`config.mk`:
```
export PLATFORM = sky130hd
export DESIGN_NAME = caesar_vigenere_char_cipher
export DESIGN_NICKNAME = d
export VERILOG_FILES = /design/src/rtl/cvc_pkg.sv /design/src/rtl/cvc_keystream.sv /design/src/rtl/cvc_rotate.sv /design/src/rtl/caesar_vigenere_char_cipher.sv
export SDC_FILE = /design/constraint.sdc
export NUM_CORES = 1
export LEC_CHECK = 0
export BUFFER_PORTS_ARGS = -buffer_cell sky130_fd_sc_hd__buf_4
export CORE_MARGIN = 2
export CORE_UTILIZATION = 55
export DETAILED_ROUTE_END_ITERATION = 10
export GPL_TIMING_DRIVEN = 1
export PLACE_DENSITY = 0.78
export SETUP_SLACK_MARGIN = 0.05
export SYNTH_ARGS = -nofsm -noshare
export SYNTH_HDL_FRONTEND = slang
export SYNTH_SLANG_ARGS = --single-unit
```
`constraint.sdc`:
```
create_clock -name clock -period 22.2 [get_ports clock]
set_input_delay 1.11 -clock clock [delete_from_list [all_inputs] [get_ports clock]]
set_output_delay 1.11 -clock clock [all_outputs]
set_load 0.02 [all_outputs]
```
`src/rtl/cvc_pkg.sv`:
```
// cvc_pkg: shared types, register indexes and helpers for the character cipher
// no dependencies; imported by cvc_keystream, cvc_rotate and the top level
`default_nettype none

package cvc_pkg;

   // keyword table size and field widths
   localparam int MAX_KEY_LETTERS = 12;
   localparam int ENTRY_W         = 5;
   localparam int POS_W           = 4;
   localparam int KEYS_W          = MAX_KEY_LETTERS * ENTRY_W;
   localparam int CSR_IDX_W       = 3;

   // alphabet constants
   localparam logic [7:0] UPPER_A  = 8'd65;
   localparam logic [7:0] UPPER_Z  = 8'd90;
   localparam logic [7:0] LOWER_A  = 8'd97;
   localparam logic [7:0] LOWER_Z  = 8'd122;
   localparam logic [5:0] ALPHA_N  = 6'd26;
   localparam logic [4:0] ROT_HALF = 5'd13;

   // cipher modes
   localparam logic [1:0] MODE_SHIFT = 2'd0;
   localparam logic [1:0] MODE_WORD  = 2'd1;
   localparam logic [1:0] MODE_CHAIN = 2'd2;

   // configuration register indexes
   typedef enum logic [CSR_IDX_W-1:0] {
      CSR_CIPHER_MODE  = 3'd0,
      CSR_DECRYPT      = 3'd1,
      CSR_SHIFT_METHOD = 3'd2,
      CSR_KEY_SHIFT    = 3'd3,
      CSR_KEY_LETTERS  = 3'd4,
      CSR_KEY_COUNT    = 3'd5
   } csr_index_type;

   // configuration held by the top level
   typedef struct packed {
      logic [1:0]        cipher_mode;
      logic              decrypt;
      logic              shift_method;
      logic [4:0]        key_shift;
      logic [KEYS_W-1:0] key_letters;
      logic [POS_W-1:0]  key_count;
   } cfg_type;

   // reduce a value below 52 modulo 26
   function automatic logic [4:0] mod26(input logic [5:0] v);
      logic [5:0] r;
      r = (v >= ALPHA_N) ? (v - ALPHA_N) : v;
      return r[4:0];
   endfunction

   // letter detection
   function automatic logic is_letter(input logic [7:0] c);
      return ((c >= UPPER_A) && (c <= UPPER_Z)) || ((c >= LOWER_A) && (c <= LOWER_Z));
   endfunction

endpackage

`default_nettype wire

```
`src/rtl/cvc_keystream.sv`:
```
// cvc_keystream: keyword position register and per-character shift amount
// depends on cvc_pkg
`default_nettype none

module cvc_keystream import cvc_pkg::*; (
   input  wire logic       clock,
   input  wire logic       reset,
   input  wire cfg_type    cfg,
   input  wire logic [7:0] in_byte,
   input  wire logic       msg_start,
   input  wire logic       step,
   output logic      [4:0] shift_amt
);

   logic [POS_W-1:0]   key_position_ff;
   logic [POS_W-1:0]   key_position_in;
   logic [POS_W-1:0]   count;
   logic [POS_W-1:0]   pos_start;
   logic [POS_W-1:0]   sel;
   logic [POS_W-1:0]   pos_inc;
   logic [ENTRY_W-1:0] entries [MAX_KEY_LETTERS];
   logic [4:0]         l1_shift;
   logic [4:0]         l2_shift;
   logic [4:0]         sum_mod;
   logic               use_l1;
   logic               use_l2;
   logic               letter;

   // unpack keyword table
   for (genvar k = 0; k < MAX_KEY_LETTERS; k++) begin : g_entry
      assign entries[k] = cfg.key_letters[k*ENTRY_W +: ENTRY_W];
   end

   // layer selection
   always_comb begin
      count = (cfg.key_count > POS_W'(MAX_KEY_LETTERS)) ? POS_W'(MAX_KEY_LETTERS)
                                                        : cfg.key_count;
      use_l1 = 1'b0;
      use_l2 = 1'b0;
      unique case (cfg.cipher_mode)
         MODE_SHIFT: begin
            use_l1 = 1'b1;
         end
         MODE_WORD: begin
            use_l2 = (count != '0);
         end
         MODE_CHAIN: begin
            use_l2 = (count != '0);
            use_l1 = (count != '0);
         end
         default: begin
            use_l1 = 1'b0;
            use_l2 = 1'b0;
         end
      endcase
   end

   // shift amounts of both layers
   always_comb begin
      letter    = is_letter(in_byte);
      pos_start = msg_start ? '0 : key_position_ff;
      sel       = (pos_start < count) ? pos_start : '0;
      l1_shift  = '0;
      if (use_l1) begin
         l1_shift = cfg.shift_method ? mod26({1'b0, cfg.key_shift}) : ROT_HALF;
      end
      l2_shift = '0;
      if (use_l2 && letter) begin
         l2_shift = mod26({1'b0, entries[sel]});
      end
      sum_mod   = mod26({1'b0, l1_shift} + {1'b0, l2_shift});
      shift_amt = (cfg.decrypt && (sum_mod != '0)) ? 5'(ALPHA_N - {1'b0, sum_mod})
                                                   : sum_mod;
   end

   // next keyword position
   always_comb begin
      pos_inc         = sel + POS_W'(1);
      key_position_in = pos_start;
      if (use_l2 && letter) begin
         key_position_in = (pos_inc >= count) ? '0 : pos_inc;
      end
   end

   always_ff @(posedge clock) begin
      if (reset) begin
         key_position_ff <= '0;
      end else if (step) begin
         key_position_ff <= key_position_in;
      end
   end

   // position stays inside the keyword table
   a_pos_range: assert property (@(posedge clock) disable iff (reset)
      key_position_ff < POS_W'(MAX_KEY_LETTERS))
      else $error("keyword position out of range");

   // shift is always a valid alphabet offset
   a_shift_range: assert property (@(posedge clock) disable iff (reset)
      shift_amt < 5'(ALPHA_N))
      else $error("shift amount out of range");

   // position only moves on a step
   a_pos_hold: assert property (@(posedge clock) disable iff (reset)
      !step |=> $stable(key_position_ff))
      else $error("keyword position changed without a step");

endmodule

`default_nettype wire

```
`src/rtl/cvc_rotate.sv`:
```
// cvc_rotate: rotates a letter within its own alphabet, other bytes pass
// depends on cvc_pkg
`default_nettype none

module cvc_rotate import cvc_pkg::*; (
   input  wire logic [7:0] in_byte,
   input  wire logic [4:0] shift_amt,
   output logic      [7:0] out_byte
);

   logic [7:0] base;
   logic [7:0] offset;
   logic [4:0] rotated;
   logic       upper;
   logic       lower;

   // pick the alphabet and wrap the offset
   always_comb begin
      upper    = (in_byte >= UPPER_A) && (in_byte <= UPPER_Z);
      lower    = (in_byte >= LOWER_A) && (in_byte <= LOWER_Z);
      base     = upper ? UPPER_A : LOWER_A;
      offset   = in_byte - base;
      rotated  = mod26({1'b0, offset[4:0]} + {1'b0, shift_amt});
      out_byte = (upper || lower) ? (base + {3'b000, rotated}) : in_byte;
   end

endmodule

`default_nettype wire

```
`src/rtl/caesar_vigenere_char_cipher.sv`:
```
// caesar_vigenere_char_cipher: a req transfer loads the input register, which in turn
// loads the result register that drives rsp valid; throughput one character per cycle
// while rsp is not stalled; the keyword position register is the only state carried
// between characters; synchronous active-high reset clears the configuration, the
// keyword position and both pipeline valids
// depends on cvc_pkg, cvc_keystream, cvc_rotate
`default_nettype none

module caesar_vigenere_char_cipher import cvc_pkg::*; (
   input  wire logic                 clock,
   input  wire logic                 reset,
   // request channel
   input  wire logic                 req_valid,
   output logic                      req_stall,
   input  wire logic [7:0]           req_in_byte,
   input  wire logic                 req_msg_start,
   // response channel
   output logic                      rsp_valid,
   input  wire logic                 rsp_stall,
   output logic      [7:0]           rsp_out_byte,
   // configuration channel
   input  wire logic                 csr_valid,
   output logic                      csr_ready,
   input  wire logic [CSR_IDX_W-1:0] csr_index,
   input  wire logic [KEYS_W-1:0]    csr_wdata
);

   cfg_type    cfg_ff;
   logic       in_valid_ff;
   logic [7:0] in_byte_ff;
   logic       in_start_ff;
   logic       out_valid_ff;
   logic [7:0] out_byte_ff;
   logic [7:0] out_byte_in;
   logic [4:0] shift_amt;
   logic       advance;
   logic       step;

   // configuration writes
   assign csr_ready = 1'b1;

   always_ff @(posedge clock) begin
      if (reset) begin
         cfg_ff <= '0;
      end else if (csr_valid && csr_ready) begin
         unique case (csr_index)
            CSR_CIPHER_MODE:  cfg_ff.cipher_mode  <= csr_wdata[1:0];
            CSR_DECRYPT:      cfg_ff.decrypt      <= csr_wdata[0];
            CSR_SHIFT_METHOD: cfg_ff.shift_method <= csr_wdata[0];
            CSR_KEY_SHIFT:    cfg_ff.key_shift    <= csr_wdata[4:0];
            CSR_KEY_LETTERS:  cfg_ff.key_letters  <= csr_wdata;
            CSR_KEY_COUNT:    cfg_ff.key_count    <= csr_wdata[POS_W-1:0];
            default: begin
            end
         endcase
      end
   end

   // pipeline flow control
   assign advance   = !out_valid_ff || !rsp_stall;
   assign step      = in_valid_ff && advance;
   assign req_stall = in_valid_ff && !advance;

   // input register
   always_ff @(posedge clock) begin
      if (reset) begin
         in_valid_ff <= 1'b0;
      end else if (!req_stall) begin
         in_valid_ff <= req_valid;
      end
   end

   always_ff @(posedge clock) begin
      if (req_valid && !req_stall) begin
         in_byte_ff  <= req_in_byte;
         in_start_ff <= req_msg_start;
      end
   end

   // shift amount and keyword position
   cvc_keystream u_keystream (
      .clock     (clock),
      .reset     (reset),
      .cfg       (cfg_ff),
      .in_byte   (in_byte_ff),
      .msg_start (in_start_ff),
      .step      (step),
      .shift_amt (shift_amt)
   );

   // letter rotation
   cvc_rotate u_rotate (
      .in_byte   (in_byte_ff),
      .shift_amt (shift_amt),
      .out_byte  (out_byte_in)
   );

   // result register
   always_ff @(posedge clock) begin
      if (reset) begin
         out_valid_ff <= 1'b0;
      end else if (advance) begin
         out_valid_ff <= in_valid_ff;
      end
   end

   always_ff @(posedge clock) begin
      if (step) begin
         out_byte_ff <= out_byte_in;
      end
   end

   assign rsp_valid    = out_valid_ff;
   assign rsp_out_byte = out_byte_ff;

   // request side only stalls behind a full, stalled result register
   a_stall_cause: assert property (@(posedge clock) disable iff (reset)
      req_stall |-> (out_valid_ff && rsp_stall && in_valid_ff))
      else $error("request stalled without a blocked result");

   // a stalled result keeps its byte
   a_result_hold: assert property (@(posedge clock) disable iff (reset)
      (out_valid_ff && rsp_stall) |=> (out_valid_ff && $stable(out_byte_ff)))
      else $error("stalled result changed");

   // an accepted character reaches the result register next cycle when not blocked
   a_flow: assert property (@(posedge clock) disable iff (reset)
      step |=> out_valid_ff)
      else $error("character lost between stages");

endmodule

`default_nettype wire
```
==> flow_summary.yaml <==
synth:
  synth_ff_type: "dfxtp_1"
  yosysSeqAreaShare_pct: 37.5
  synthesis.nets: 774
  netlist_area_um2: 5570
  syn_inst: 668
  synth.ff_latch_count: 96
  async_reset_ff_share_pct: 0
  synth_commonest_cells: "nand2_1, dfxtp_1, a21oi_1"
  synth_area_leader_cell: "dfxtp_1"
  synth_edf_count: 17
  synth.top_cell.area_share_pct: 28.4
  syn_avg_cell_area_um2: 8.34
  synth_cell_types: 77
  synth_area_leaders: "dfxtp_1, nand2_1, edfxtp_1, a21oi_1, ha_1"
  synth-warning-count: 0
  synth.most_common_cell: "nand2_1"
clocking:
  clock_sinks: 96
  post_cts_buffers: 0
  clk_pin_slew_ns: 0.09
  clock_path_buffers: 2
  htreeDepth: 3
  clockRootBuffer: "clkbuf_8"
  cts_buffers: 9
  cts.repair.resized: 0
  cts_tree: "built"
  insertion_delay_ns: 0.37
  cts_hold_buf: 0
floorplanning:
  die_area_um2: 11000
  fp-row-count: 36
  coreArea_um2: 9820
  die_w_um: 105
  start_util_pct: 56.8
  io_pins: 88
  die_h_um: 105
setup_path:
  cpMostUsedCell: "ha_1"
  r2r-start: "cfg_ff[2]$_SDFFE_PP0P_"
  slowest_stage: "a221oi_4"
  r2r_slack_ns: 12.60
  worstPathArrival_ns: 9.82
  reg2reg_depth: 33
  path_max_fanout: 15
  r2r_end: "rsp_out_byte[4]$_DFFE_PP_"
  setup.worst_path.start_class: "flop"
  cp.required_ns: 22.42
  cp-end-kind: "flop"
  crit_path_max_incr_delay_ns: 0.74
  crit_type: "flop to flop"
hold_path:
  min_to: "cfg_ff[53]$_SDFFE_PP0P_"
  worstHoldStart: "cfg_ff[53]$_SDFFE_PP0P_"
  hp-class: "flop to flop"
  hold_depth: 2
sta:
  fmax_mhz: 104
  report.final.slew_viol_count: 0
  skew_ns: 0.00721
  period_needed_ns: 9.60
  hold_viol_final: 0
  fin_tns_setup_ns: 0
  rsz0062_at_grt: "false"
  tightest_slew_ns: 1.06
  relSlewSlack_pct: 28.9
  setup_viol: 0
  fin_crit_sh_pct: 43.3
pwr:
  ir_drop_uv: 32.8
  p_sw_share_pct: 26.8
  p_sw_uw: 98.9
  total_leakage_power_uw: 0.00247
  p_int_uw: 269
  combPwrFrac_pct: 16.4
  power_frac_seq_pct: 50.5
  powerDensity_nw_per_um2: 56.9
  clockPowerShare_pct: 33.1
finish:
  nNetsFinal: 842
  syn2layout_area_growth_pct: 16.1
  n_antenna_cell: 0
  instances_no_fill: 874
  final_util_pct: 65.9
  final_cell_area_um2: 6470
  drive_above_1_share_pct: 16.7
routing:
  routed_via_density: 5.80
  drcViolationCount: 0
  wl_mm: 13.9
  wl_per_cell_um: 15.9
  drt_iter0_drc: 288
  vias: 5067
  ant_nets: 0
  drt_pass1_iterations: 5
global_route:
  grt_pass1_vias: 4899
  gr-total-overflow: 0
  grt_max_degree: 80
  track_usage_pct: 26.2
  antenna_found_initial: 0
  grt_first_pass_wirelength_mm: 23.2
flow_run:
  cap_violations: 0
placement:
  placed_cells: 858
  gp_congestion: 0.956
  place_area_um2: 6260
  numPortBuffers: 86
  dpl.hpwl_mm: 10.3
run_status:
  outcome: "finished clean"
==> power groups by stage <==
stage / clock, uW / combinational [uW] / sequential, uW
final: 122 / 60.4 / 186
after global routing: 130 / 66.9 / 187
after CTS: 124 / 60.1 / 186
after detailed placement: 0 / 59.8 / 190
after global placement: 0 / 57.1 / 190
after floorplan: 0 / 38.0 / 190
==> routing by layer <==
metal  track usage (%)  routed length [um]
met4              9.43                 303
met2              44.1                6770
met5                 0                   0
met1              33.8                6130
met3              4.37                 726
==> logic make-up after synthesis <==
family          Yosys count  share of synthesized area (%)
flops                    96                           37.5
other cells               1                         0.0673
mux                      34                           6.20
compound gates          174                           21.1
buf+inv                  57                           4.31
fa+ha+maj                30                           6.96
xor+xnor                 13                           2.04
simple gates            263                           21.8
==> worst max path at each step <==
stage,endpoint,start,cells past startpoint
6_report,rsp_out_byte[4]$_DFFE_PP_,cfg_ff[2]$_SDFFE_PP0P_,33
5_1_grt,rsp_out_byte[4]$_DFFE_PP_,cfg_ff[2]$_SDFFE_PP0P_,33
3_5_place_dp,rsp_out_byte[4]$_DFFE_PP_,cfg_ff[2]$_SDFFE_PP0P_,33
4_1_cts,rsp_out_byte[4]$_DFFE_PP_,cfg_ff[2]$_SDFFE_PP0P_,33
3_3_place_gp,rsp_out_byte[4]$_DFFE_PP_,cfg_ff[2]$_SDFFE_PP0P_,33
2_1_floorplan,rsp_out_byte[4]$_DFFE_PP_,in_start_ff$_DFFE_PP_,34
==> sequential cells by signal (all words and copies together), names as in the netlist <==
signal                       flops
cfg_ff                          73
in_byte_ff                       8
in_start_ff                      1
in_valid_ff                      1
rsp_out_byte                     8
rsp_valid                        1
u_keystream.key_position_ff      4
==> layout by cell type, fill, tap and decap left out, types with 4 or more instances in the layout <==
master    synthesis  final
mux2_2            4      4
o21ai_0          23     23
nand2_1         157    156
nor2_1           34     34
a211oi_1          6      6
a21o_1            8      8
ha_1             27     27
o31ai_1           7      7
nor2b_1          10     10
clkbuf_8          0      9
nor4_1            9      9
inv_1            26     26
nor3_1           11     11
edfxtp_1         17     17
nand2b_1          5      5
xnor2_1           8      8
a22oi_1           5      5
nand3_1           5      5
xor2_1            5      5
mux2i_1          30     30
and3_1            5      5
dfxtp_1          79     79
buf_4             2     88
a21boi_0          4      4
a21oi_1          76     76
==> metrics by stage <==
step | setup slack [ns] | hold WS, ns | power (uW)
finish | 12.60 | 0.459 | 368
detailed placement | 12.79 | 0.447 | 250
floorplan | 14.09 | 0.432 | 228
CTS | 12.74 | 0.459 | 370
global route | 11.87 | 0.481 | 384
global placement | 13.29 | 0.443 | 247
==> worst max-delay path, delay by kind of cell (launching register included) <==
kind	cells	cell delay, ns
AO/OA/AOI/OAI	13	3.58
AND/OR/NAND/NOR	6	2.28
adder cells (fa/ha/maj)	6	1.59
multiplexers	3	0.72
flip-flops	1	0.59
XOR/XNOR	2	0.34
buffers and inverters	3	0.33
==> area by class of cell <==
cell class	instances	area (um2)
fillers	857	3350
inverters	26	97.6
repair buffers	88	661
clock buffers	12	156
clock inverters	4	51.3
well taps	133	166
multi-input cells	515	3250
flip-flops and latches	96	2090
No activity file was read; power rests on OpenSTA's default activity.
